==> src/design/pobs_pkg.sv <==
// Shared types and constants for the pulse oximeter beat/SpO2 core.
// Holds the configuration register map, its reset values and the queue depth.
// No dependencies.
`default_nettype none

package pobs_pkg;

    // Configuration port
    localparam int CFG_DATA_W = 18;
    localparam int CFG_IDX_W  = 3;

    localparam logic [CFG_IDX_W-1:0] CFG_FINGER_LEVEL      = 3'd0;
    localparam logic [CFG_IDX_W-1:0] CFG_MIN_BEAT_INTERVAL = 3'd1;
    localparam logic [CFG_IDX_W-1:0] CFG_MAX_BEAT_INTERVAL = 3'd2;
    localparam logic [CFG_IDX_W-1:0] CFG_SIGNAL_TIMEOUT    = 3'd3;
    localparam logic [CFG_IDX_W-1:0] CFG_MIN_AC_SWING      = 3'd4;
    localparam logic [CFG_IDX_W-1:0] CFG_SPO2_OFFSET       = 3'd5;
    localparam logic [CFG_IDX_W-1:0] CFG_SPO2_SLOPE        = 3'd6;

    // Depth of the queue between front and back
    localparam int QUEUE_DEPTH = 2;

    // Integer quotient bits produced by the divider; a larger SpO2 ratio saturates
    localparam int INT_QBITS = 16;

    typedef struct packed {
        logic [17:0] finger_level;
        logic [15:0] min_beat_interval;
        logic [15:0] max_beat_interval;
        logic [15:0] signal_timeout;
        logic [17:0] min_ac_swing;
        logic [7:0]  spo2_offset;
        logic [7:0]  spo2_slope;
    } cfg_t;

    localparam cfg_t CFG_RESET = '{
        finger_level:      18'd30000,
        min_beat_interval: 16'd300,
        max_beat_interval: 16'd2000,
        signal_timeout:    16'd2000,
        min_ac_swing:      18'd100,
        spo2_offset:       8'd110,
        spo2_slope:        8'd25
    };

endpackage

`default_nettype wire

==> src/design/pobs_front.sv <==
// Front part: accepts sample items, marks finger presence, queues them.
// Depends on pobs_pkg (QUEUE_DEPTH).
`default_nettype none

module pobs_front #(
    parameter int SAMPLE_BITS = 18
) (
    input  wire logic                   clk,
    input  wire logic                   rst_n,
    input  wire logic [17:0]            finger_level,
    input  wire logic                   in_valid,
    output logic                        in_stall,
    input  wire logic [SAMPLE_BITS-1:0] ir_sample,
    input  wire logic [SAMPLE_BITS-1:0] red_sample,
    input  wire logic [31:0]            time_ms,
    output logic                        q_valid,
    input  wire logic                   q_pop,
    output logic [SAMPLE_BITS-1:0]      q_ir,
    output logic [SAMPLE_BITS-1:0]      q_red,
    output logic [31:0]                 q_time,
    output logic                        q_present
);
    import pobs_pkg::*;

    localparam int PTR_W = (QUEUE_DEPTH > 1) ? $clog2(QUEUE_DEPTH) : 1;
    localparam int CNT_W = $clog2(QUEUE_DEPTH + 1);
    localparam int CMP_W = (SAMPLE_BITS > 18) ? SAMPLE_BITS : 18;

    logic [SAMPLE_BITS-1:0] ir_mem   [QUEUE_DEPTH];
    logic [SAMPLE_BITS-1:0] red_mem  [QUEUE_DEPTH];
    logic [31:0]            time_mem [QUEUE_DEPTH];
    logic                   pres_mem [QUEUE_DEPTH];

    logic [PTR_W-1:0] wr_ptr_reg, wr_ptr_next;
    logic [PTR_W-1:0] rd_ptr_reg, rd_ptr_next;
    logic [CNT_W-1:0] count_reg, count_next;

    logic push;
    logic present;

    assign present  = CMP_W'(ir_sample) > CMP_W'(finger_level);
    assign in_stall = count_reg == CNT_W'(QUEUE_DEPTH);
    assign push     = in_valid && !in_stall;
    assign q_valid  = count_reg != '0;

    always_comb
    begin
        wr_ptr_next = wr_ptr_reg;
        rd_ptr_next = rd_ptr_reg;
        count_next  = count_reg;
        if (push)
            wr_ptr_next = (wr_ptr_reg == PTR_W'(QUEUE_DEPTH - 1)) ? '0 : wr_ptr_reg + 1'b1;
        if (q_pop)
            rd_ptr_next = (rd_ptr_reg == PTR_W'(QUEUE_DEPTH - 1)) ? '0 : rd_ptr_reg + 1'b1;
        if (push && !q_pop)
            count_next = count_reg + 1'b1;
        else if (!push && q_pop)
            count_next = count_reg - 1'b1;
    end

    always_ff @(posedge clk or negedge rst_n)
    begin
        if (!rst_n)
        begin
            wr_ptr_reg <= '0;
            rd_ptr_reg <= '0;
            count_reg  <= '0;
        end
        else
        begin
            wr_ptr_reg <= wr_ptr_next;
            rd_ptr_reg <= rd_ptr_next;
            count_reg  <= count_next;
        end
    end

    always_ff @(posedge clk)
    begin
        if (push)
        begin
            ir_mem[wr_ptr_reg]   <= ir_sample;
            red_mem[wr_ptr_reg]  <= red_sample;
            time_mem[wr_ptr_reg] <= time_ms;
            pres_mem[wr_ptr_reg] <= present;
        end
    end

    assign q_ir      = ir_mem[rd_ptr_reg];
    assign q_red     = red_mem[rd_ptr_reg];
    assign q_time    = time_mem[rd_ptr_reg];
    assign q_present = pres_mem[rd_ptr_reg];

endmodule

`default_nettype wire

==> config.mk <==
export PLATFORM = sky130hd
export DESIGN_NAME = pobs_front
export DESIGN_NICKNAME = d
export VERILOG_FILES = /design/src/design/pobs_pkg.sv /design/src/design/pobs_front.sv
export SDC_FILE = /design/constraint.sdc
export NUM_CORES = 1
export LEC_CHECK = 0
export BUFFER_PORTS_ARGS = -buffer_cell sky130_fd_sc_hd__buf_4
export CAP_MARGIN = 20
export CORE_ASPECT_RATIO = 0.5
export CORE_MARGIN = 1.5
export CORE_UTILIZATION = 41
export DETAILED_ROUTE_END_ITERATION = 8
export PLACE_DENSITY = 0.68
export SKIP_LAST_GASP = 1
export SYNTH_ARGS = -nofsm -noshare
export SYNTH_HDL_FRONTEND = slang
export SYNTH_SLANG_ARGS = --single-unit
==> constraint.sdc <==
create_clock -name clk -period 3.8 [get_ports clk]
set_input_delay 0.19 -clock clk [delete_from_list [all_inputs] [get_ports clk]]
set_output_delay 0.19 -clock clk [all_outputs]
set_load 0.01 [all_outputs]
After elaboration in Yosys (flattened, before gate mapping)

Memory sizes are Yosys's and may differ from the RTL's.
Cells that the tools add are included.

Reductions and logical operators: 8
Multiplexer cells: 6
Eq/ne operators: 1
Add/subtract/negate cells: 4
Order comparisons: 1

Operators by type and width:

| cell                                                               | count |
|---|---|
| 18-bit greater-than comparator                                     | 1 |
| 1-bit 2-to-1 mux                                                   | 4 |
| 2-bit 2-to-1 mux                                                   | 2 |
| 2-bit nonzero test                                                 | 2 |
| 1-bit logical AND                                                  | 3 |
| 1-bit logical NOT                                                  | 3 |
| 1-bit adder, second input constant                                 | 2 |
| 2-bit by 1-bit adder with 2-bit output, second input constant      | 1 |
| 2-bit equality test, second input constant                         | 1 |
| 2-bit by 1-bit subtractor with 2-bit output, second input constant | 1 |

Logic and storage cells: 27
Input port bits: 90
Memories: 4
Flip-flop bits (word level): 4
Bits in writable memories: 138

Memory list:

| memory   | words | width | read ports | clocked after memory_dff | write ports | line             | source |
|---|---|---|---|---|---|---|---|
| time_mem | 2     | 32    | 1          | 0                        | 1           | pobs_front.sv:31 | `logic [31:0] time_mem [QUEUE_DEPTH];` |
| ir_mem   | 2     | 18    | 1          | 0                        | 1           | pobs_front.sv:29 | `logic [SAMPLE_BITS-1:0] ir_mem [QUEUE_DEPTH];` |
| red_mem  | 2     | 18    | 1          | 0                        | 1           | pobs_front.sv:30 | `logic [SAMPLE_BITS-1:0] red_mem [QUEUE_DEPTH];` |
| pres_mem | 2     | 1     | 1          | 0                        | 1           | pobs_front.sv:32 | `logic pres_mem [QUEUE_DEPTH];` |

Logic depth before layout (Yosys ltp)

Gate-level depths: netlist of the first run.

Word-level depth: 7
Mapped depth: 7

Least setup slack after synthesis of the first run

No wires, ideal clock.

Path kind: flip-flop to flip-flop
From: register count_reg[0]
To: memory ir_mem[0][0] (enable)
Stages on the path, launching flop included: 4
Clock period less this slack: 4002 ps
Required time: 3304 ps
Data arrival time: 3506 ps
Path slack: -202 ps
Library setup time: 496 ps
Buffers on the path: 0
Cells stage by stage: dfrtp_1 nand2b_1 nand2_1 nor2_1

Cells in the longest elaborated chain, start to end: 5

Ends and longest elaborated chain:

| element                                | line             | source |
|---|---|---|
| start: declaration                     | pobs_front.sv:36 | `logic [CNT_W-1:0] count_reg, count_next;` |
| start signal: assignment               | pobs_front.sv:73 | `count_reg <= count_next;` |
| 2-bit equality test                    | pobs_front.sv:42 | `assign in_stall = count_reg == CNT_W'(QUEUE_DEPTH);` |
| 1-bit logical NOT                      | pobs_front.sv:43 | `assign push = in_valid && !in_stall;` |
| 1-bit logical AND                      | pobs_front.sv:43 |  |
| 1-bit 2-to-1 mux                       | pobs_front.sv:79 | `if (push)` |
| 1-bit 2-to-1 mux (not written as such) | pobs_front.sv:81 | `ir_mem[wr_ptr_reg] <= ir_sample;` |
| end: declaration                       | pobs_front.sv:29 |  |

No other way between the ends.

Worst setup path after layout of the first run

From: register rd_ptr_reg
To: output q_ir[8]

Cells in the longest elaborated chain, start to end: 1

Ends and longest elaborated chain:

| element                  | line             | source |
|---|---|---|
| start: declaration       | pobs_front.sv:35 | `logic [PTR_W-1:0] rd_ptr_reg, rd_ptr_next;` |
| start signal: assignment | pobs_front.sv:72 | `rd_ptr_reg <= rd_ptr_next;` |
| memory 2 x 18 bit        | n/a              |  |
| end: declaration         | pobs_front.sv:18 | `output logic [SAMPLE_BITS-1:0] q_ir,` |

No other way between the ends.

==> metrics.txt, run 1 <==
status=completed; vias in the first global route=between 3,000 and 4,000; Worst-Margin Slew=0.997 ns; post-synthesis mux area share=between 10 and 15%; Initial Util=approximately two fifths; Worst-Skew Late Latency=about 0.41 ns; M2 GR Usage=roughly 30%; CP startpoint kind=register; Syn Area/Cell=18.8 µm²; register bit total from synthesis=around 140; maxcap violations=0; Area Growth Syn to Fin=48.1%; Min-Delay Path Class=in -> async; Vias/cell=approximately 4.6; IO buf count=between 150 and 200; Post-CTS Setup Bufs=0; largest registers=time_mem: 64 flops, ir_mem: 36 flops, red_mem: 36 flops; VDD IR max=337 µV; routed vias=around 3,400; area of the multi-input gates=1280 µm²; Register-to-Register Path Depth=4; Chip Height=around 86 µm; met3 Usage GRT=3.46%; Placement Setup Slack=approximately 1.7 ns; CTS tree=built; FILL cells=1,015; simple-gate portion of the synthesized area=~1.9%; DR WL/cell=around 16 µm; post-layout min period=between 2 and 2.5 ns; asr flop ratio synth=2.82%; unrepaired setup endpoints after global routing=no; Clock Sinks=142; Die Area=~15,000 µm²; Main synth FF type=edfxtp_1; Die X=about 170 µm; final setup fails=0; Reg with most FFs=time_mem; initial antenna violation count=0; worst path arrival time=between 2 and 2.5 ns; grt ovf=0; largest net degree at the start of global routing=70; EDFF count, synth=between 100 and 150; max reg flops=64; H-tree lvl count=4; synth top area cells=edfxtp_1 (73%), mux2_2 (14%), ha_1 (4.2%); Yosys top cell by area=edfxtp_1; total track usage=about 16%; core region area=13,500 µm²; Yosys top cell area share=about 73%; I/O pins=about 160; Syn Nets=409; Power Dens Cells=682 nW/µm²; final hold vios=0; Layout Utilization=just over 60%; root buf cell=clkbuf_16; CP Capture Type=output pin; Num CTS Buffers=17; XOR/XNOR share of the synthesized area=0.776%; share of cells above drive strength 1=about half; Synth Area in Adders=around 4.2%; Max Slew Vio Count=0; layer with the highest usage=met2; clk_skew=between 0.006 and 0.007 ns; CP Max Fanout=44; Fmax achieved=between 0.4 and 0.5 GHz; Netlist cell types=26; R2R Path End=ir_mem[0][14]$_DFFE_PP_; first-pass GRT wire length=around 18,000 µm; Final Net Count=653; Worst-path clk slew=roughly 0.060 ns; leading cell type in the layout, fill and taps excluded=buf_4; Reg2Reg Setup Slack=between 1.5 and 2 ns; Warnings, synthesis=0; number of routed nets with antenna violations=0; hpwl dp=around 7200 µm; slowest CP cell=dfrtp_2; ANT cells=0; Leakage=3.32 nW; wirelength, routed=11,400 µm; DR iter-0 viols=139; Slew headroom=about a third; GRT met1 Usage=17.9%; CP Cell Sequence=buf_12 -> mux2_2 -> buf_4; Site Rows=30; Final TNS setup=0 ns; drc violations=0; worst r2r src=count_reg[0]$_DFFE_PN0P_; crit path kind=reg -> out; Synth Area in Compound Gates=under 10%; PostCTS Resize Cnt=0; main combinational cell family by area after synthesis=multiplexers; Post-Synthesis Cell Area=between 5000 and 6000 µm²; post-route setup slack=roughly 1.5 ns; commonest non-fill, non-tap cells in the layout=buf_4 (162), edfxtp_1 (138), dlygate4sd3_1 (70); Longest Clk Path Bufs=2; period utilization=61.3%; Seq. cell area=approximately 4200 µm²; CP max stage delay=roughly 0.81 ns; post-synthesis sequential area ratio=around three quarters; Post-Syn Instances=300; GP Congestion=roughly 0.7; WP data required=between 3 and 4 ns; first-pass iteration count of the detailed router=4
-- metrics by stage --
stage	hold WS [ns]	total power [W]	cell area, µm²	instances
2_1_floorplan	-0.106	0.00323	5650	300
3_3_place_gp	-0.00884	0.00401	7060	631
3_5_place_dp	-0.00986	0.00403	7060	631
4_1_cts	0.123	0.00577	8360	733
5_1_grt	0.131	0.00595	8360	733
6_report	0.135	0.00570	8360	733
-- cell type report --
class	instances	area share [%]
multi-input cells	127	15.3
clock buffers	17	5.09
clock inverters	15	2.04
flip-flops and latches	142	50.8
inverters	23	1.03
repair buffers	233	23.2
well taps	176	2.63
-- critical path, delay by kind of cell (launching register included) --
kind / cells / cell delay (ns)
buf+inv: 2 / 0.50
flops: 1 / 0.81
mux: 1 / 0.39
-- synthesized netlist by cell type (all sizes together) (2+ instances only) --
master	instances
ha	19
a211oi	2
nand4	4
xnor2	2
buf	8
xor2	3
o21ai	3
inv	23
nand2b	2
edfxtp	138
a21oi	5
nor2	5
nand2	4
mux2	69
dfrtp	4
and4	2
-- where the power goes --
| group | internal (W) | total (W) | switching (W) |
|---|---|---|---|
| logic | 0.000932 | 0.00175 | 0.000814 |
| registers | 0.00215 | 0.00229 | 0.000144 |
| clock network | 0.00103 | 0.00167 | 0.000639 |
-- cells by family after synthesis --
kind of cell,Yosys count
flops,142
buf+inv,31
simple gates,20
fa+ha+maj,19
mux,69
xor+xnor,5
compound gates,14
-- worst max path at each step --
| stage | from | to | slack, ns | cells after the start |
|---|---|---|---|---|
| final | rd_ptr_reg$_DFFE_PN0P_ | q_ir[8] | 1.47 | 3 |
| after global routing | rd_ptr_reg$_DFFE_PN0P_ | q_ir[1] | 1.38 | 3 |
| after CTS | rd_ptr_reg$_DFFE_PN0P_ | q_ir[8] | 1.44 | 3 |
| after detailed placement | count_reg[0]$_DFFE_PN0P_ | ir_mem[0][14]$_DFFE_PP_ | 1.74 | 4 |
| after global placement | count_reg[0]$_DFFE_PN0P_ | ir_mem[0][13]$_DFFE_PP_ | 1.77 | 4 |
| after floorplan | count_reg[0]$_DFFE_PN0P_ | ir_mem[0][0]$_DFFE_PP_ | 0.95 | 3 |
-- per-layer routing --
metal | part of all wire (%) | wire length, µm
met4 | 2.1 | 244
met1 | 41 | 4680
met5 | 0 | 0
met2 | 54 | 6170
met3 | 3.0 | 340
-- timing repair --
action | in CTS | in global routing
hold endpoints to repair | 141 | 0
hold buffers | 70 | 0
endpoints found under the setup margin | 0 | 0
Power figures use the tool's default switching activity.
==> inputs of run 2 (changes only) <==
clock period = 2.1 ns   (was 3.8 ns; I/O delays follow)
==> run 2 against run 1 <==
Clock power up 84%. Total power rose by 84%. Highest routed layer unchanged. Largest power group unchanged. Design area is 1.2% higher. First-iteration DRC count down 6.5%. Sequential power grew 79%. Combinational power is 92% higher.
==> metrics.txt, run 2 (synthesized netlist as in run 1, its figures left out) <==
CTS tree=built; Slew headroom=73.1%; Fmax achieved=approximately 0.52 GHz; Max Slew Vio Count=0; worst path arrival time=between 1.5 and 2 ns; first-pass iteration count of the detailed router=6; final setup fails=0; Worst-path clk slew=0.05 ns; initial antenna violation count=0; Power Dens Cells=between 1000 and 1500 nW/µm²; Die Area=between 10,000 and 15,000 µm²; Die X=between 150 and 200 µm; Non-Filler Instances=between 700 and 800; largest registers=time_mem: 64 flops, ir_mem: 36 flops, red_mem: 36 flops; post-layout min period=between 1.5 and 2 ns; first-pass GRT wire length=approximately 18,000 µm; share of cells above drive strength 1=about half; Post-CTS Setup Bufs=0; status=completed; hpwl dp=7470 µm; Worst-Margin Slew=0.404 ns; Clock Sinks=142; routed vias=roughly 3,500; Reg with most FFs=time_mem; ANT cells=0; Vias/cell=about 4.7; wirelength, routed=11,900 µm; Area Growth Syn to Fin=49.9%; total track usage=between 10% and 20%; clk_skew=approximately 0.0057 ns; grt ovf=0; maxcap violations=0; H-tree lvl count=4; commonest non-fill, non-tap cells in the layout=buf_4 (161), edfxtp_1 (138), dlygate4sd3_1 (70); Leakage=between 3 and 4 nW; WP data required=~2.0 ns; Worst-Skew Late Latency=0.40 ns; CP Capture Type=output pin; leading cell type in the layout, fill and taps excluded=buf_4; final hold vios=0; CP Max Fanout=33; vias in the first global route=around 3,800; CP startpoint kind=register; WHS=0.0646 ns; Layout Utilization=a little over three fifths; Final Total Pwr=between 0.01 and 0.015 W; period utilization=~90%; root buf cell=clkbuf_16; max reg flops=64; Final TNS setup=0 ns; DR iter-0 viols=130; number of routed nets with antenna violations=0; Min-Delay Path Class=in -> async; Initial Util=41.9%; IO buf count=160; PostCTS Resize Cnt=0; Num CTS Buffers=17; Chip Height=86.0 µm; Inst Count DP=635; Longest Clk Path Bufs=2; VDD IR max=about 570 µV; drc violations=0; Final Net Count=657; I/O pins=approximately 160; core region area=~13,000 µm²; crit path kind=reg -> out; Site Rows=30; # hold bufs at CTS=70; GP Congestion=roughly 0.73; unrepaired setup endpoints after global routing=no; largest net degree at the start of global routing=slightly below 60; DR WL/cell=about 16 µm
-- run 2: cell types whose count changed in the layout (fill, tap and decap cells not counted), sizes merged --
cell      change
inv           -1
clkbuf        +2
bufinv        +1
clkinv        +2
clkinvlp      -5
buf           +4
-- run 2: layout make-up --
type                            instances  area (µm²)
Clock buffer                           19         433
Clock inverter                         12         169
Fill cell                            1017        5020
Inverter                               23        86.3
Multi-Input combinational cell        127        1280
Sequential cell                       142        4250
Tap cell                              176         220
Timing Repair Buffer                  237        2030
-- run 2: critical path, stage by stage, from the launching register on --
cell	delay (ns)
dfrtp_2	0.61
buf_12	0.26
mux2_2	0.37
buf_4	0.14
-- run 2: final timing paths --
path | from | end | slack (ns) | cells past startpoint
min in group clk | in_valid | wr_ptr_reg$_DFFE_PN0P_ | 0.08 | 3
setup reg to reg | count_reg[0]$_DFFE_PN0P_ | red_mem[1][10]$_DFFE_PP_ | 0.53 | 3
hold reg to reg | count_reg[1]$_DFFE_PN0P_ | count_reg[1]$_DFFE_PN0P_ | 0.49 | 1
hold / removal | rst_n | count_reg[1]$_DFFE_PN0P_ | 0.06 | 2
setup / recovery | rd_ptr_reg$_DFFE_PN0P_ | q_red[12] | 0.16 | 3
max in group asynchronous | rst_n | rd_ptr_reg$_DFFE_PN0P_ | 1.92 | 2
-- run 2: power breakdown --
group          internal [W]  switching [W]
registers           0.00387       0.000214
clock network       0.00197        0.00110
logic               0.00181        0.00154
total               0.00766        0.00286
-- run 2: through the flow --
step           cell area (µm²)  setup WS (ns)
2_1_floorplan             5650        0.00922
3_3_place_gp              7160          0.488
3_5_place_dp              7160          0.448
4_1_cts                   8460          0.128
5_1_grt                   8460         0.0715
6_report                  8460          0.165
-- run 2: routing by layer --
layer	routed length (µm)	global-route usage [%]	vias up
li1	-	-	1653
met1	4750	17.9	1753
met2	6610	33.1	69
met3	308	3.28	14
met4	200	8.04	0
met5	0	0	-
==> inputs of run 3 (changes only) <==
PLACE_DENSITY = 0.65   (was 0.68)
clock period = 2.4 ns   (was 2.1 ns; I/O delays follow)
==> run 3 against run 2 <==
Critical path depth did not move. Die area unchanged. Flip-flop and latch count unchanged. Routed wire length shrank 4.3%. Largest power group unchanged. Clock power fell by 16%. Design area down 0.90%. Largest cell class unchanged. Via count is 2.5% lower. Non-clock buffer count is the same. Combinational power fell by 14%. Clock skew grew 0.0013 ns. Sequential share of layout area is 0.46 points higher.
==> metrics.txt, run 3 (synthesized netlist as in run 1, its figures left out) <==
status=completed; Register-to-Register Path Depth=4; PostCTS Resize Cnt=0; Final TNS setup=0 ns; post-route setup slack=just over 0.5 ns; number of routed nets with antenna violations=0; H-tree lvl count=4; first-pass iteration count of the detailed router=4; max reg flops=64; unrepaired setup endpoints after global routing=no; total track usage=16.3%; R2R Path End=time_mem[0][17]$_DFFE_PP_; ANT cells=0; routed vias=about 3,400; root buf cell=clkbuf_16; CP Cell Sequence=buf_4 -> mux2_2 -> buf_4; drc violations=0; DR WL/cell=about 15 µm; Min-Delay Path Class=in -> async; Leakage=3.34 nW; Reg with most FFs=time_mem; hpwl dp=around 7000 µm; Max Slew Vio Count=0; Die X=roughly 170 µm; Area Growth Syn to Fin=48.5%; maxcap violations=0; Worst-Margin Slew=approximately 0.53 ns; CTS tree=built; worst path arrival time=between 1.5 and 2 ns; grt ovf=0; Longest Clk Path Bufs=2; Placement Setup Slack=roughly 0.74 ns; Initial Util=around two fifths; CP max stage delay=approximately 0.45 ns; DR iter-0 viols=between 200 and 250; leading cell type in the layout, fill and taps excluded=buf_4; period utilization=78.6%; Final Total Pwr=approximately 0.0090 W; core region area=approximately 13,000 µm²; VDD IR max=a little over 700 µV; CP Capture Type=output pin; WHS=between 0.05 and 0.06 ns; initial antenna violation count=0; commonest non-fill, non-tap cells in the layout=buf_4 (166), edfxtp_1 (138), dlygate4sd3_1 (70); Clock Sinks=around 140; share of cells above drive strength 1=around half; wirelength, routed=roughly 11,000 µm; worst r2r src=count_reg[0]$_DFFE_PN0P_; final setup fails=0; Chip Height=86.0 µm; Layout Cell Area excl Fill=around 8400 µm²; Vias/cell=4.62; Worst path most repeated cell=buf_4; CP Max Fanout=37; vias in the first global route=3,597; first-pass GRT wire length=approximately 18,000 µm; Post-CTS Setup Bufs=0; Num CTS Buffers=17; clk_skew=0.00697 ns; I/O pins=161; post-layout min period=1.89 ns; final hold vios=0; Worst-path clk slew=roughly 0.060 ns; largest net degree at the start of global routing=40; CP delay by family, top=buffers and inverters; Slew headroom=between 60 and 70%; Fmax achieved=about 0.53 GHz; CP startpoint kind=register; slowest CP cell=buf_4; instance area at placement=slightly above 7000 µm²; crit path kind=reg -> out; largest registers=time_mem: 64 flops, ir_mem: 36 flops, red_mem: 36 flops; Site Rows=30; Buffers & Inverters on Critical Path=2; Reg2Reg Setup Slack=between 0.7 and 0.8 ns; # hold bufs at CTS=70; Die Area=14,500 µm²; Final Net Count=657; WP data required=roughly 2.3 ns; Worst-Skew Late Latency=roughly 0.41 ns; Power Dens Cells=1070 nW/µm²; IO buf count=160; GP Congestion=around 0.71
[run 3: cell count changes in the layout (fill, tap and decap cells not counted), sizes merged]
cell      before  now
clkinv         7    8
inv           24   27
bufinv         4    2
clkinvlp       0    1
clkbuf        19   17
[run 3: where the power goes]
group / internal (W) / leakage, nW / switching [W]
logic: 0.00150 / 1.73 / 0.00138
clock network: 0.00154 / 0.284 / 0.00102
registers: 0.00339 / 1.33 / 0.000126
[run 3: area by class of cell]
cell class	instances	area, µm²
Timing Repair Buffer	237	1970
Tap cell	176	220
Clock buffer	17	425
Multi-Input combinational cell	127	1280
Fill cell	1026	5090
Inverter	23	86.3
Clock inverter	15	163
Sequential cell	142	4250
[run 3: routing by layer]
metal | global-route usage, % | share of wire, % | up-vias
met3 | 3.09 | 2.8 | 12
met5 | 0 | 0 | -
li1 | - | - | 1652
met4 | 6.09 | 0.78 | 0
met2 | 30.8 | 56 | 58
met1 | 18.6 | 41 | 1680
[run 3: worst reg2reg max path, cell delays in order (launching register included)]
cell and delay (ns):
dfrtp_1 0.40, nand2b_1 0.16, nand2_1 0.14, nor2_4 0.12, buf_4 0.45
[run 3: through the flow]
stage | instances | util [%]
2_1_floorplan | 300 | -
3_3_place_gp | 635 | 52.6
3_5_place_dp | 635 | 52.6
4_1_cts | 737 | 62.2
5_1_grt | 737 | 62.2
6_report | 737 | 62.2
[run 3: how the worst max path moves through the flow]
stage                                   startpoint                  endpoint  slack, ns  cells after the start
after floorplan           count_reg[0]$_DFFE_PN0P_    ir_mem[0][0]$_DFFE_PP_       0.31                      3
after global placement    count_reg[0]$_DFFE_PN0P_  time_mem[1][4]$_DFFE_PP_       0.76                      3
after detailed placement  count_reg[0]$_DFFE_PN0P_  time_mem[1][9]$_DFFE_PP_       0.74                      3
after CTS                   rd_ptr_reg$_DFFE_PN0P_                  q_ir[17]       0.47                      3
after global routing        rd_ptr_reg$_DFFE_PN0P_                   q_ir[1]       0.42                      3
final                       rd_ptr_reg$_DFFE_PN0P_                 q_time[5]       0.51                      3
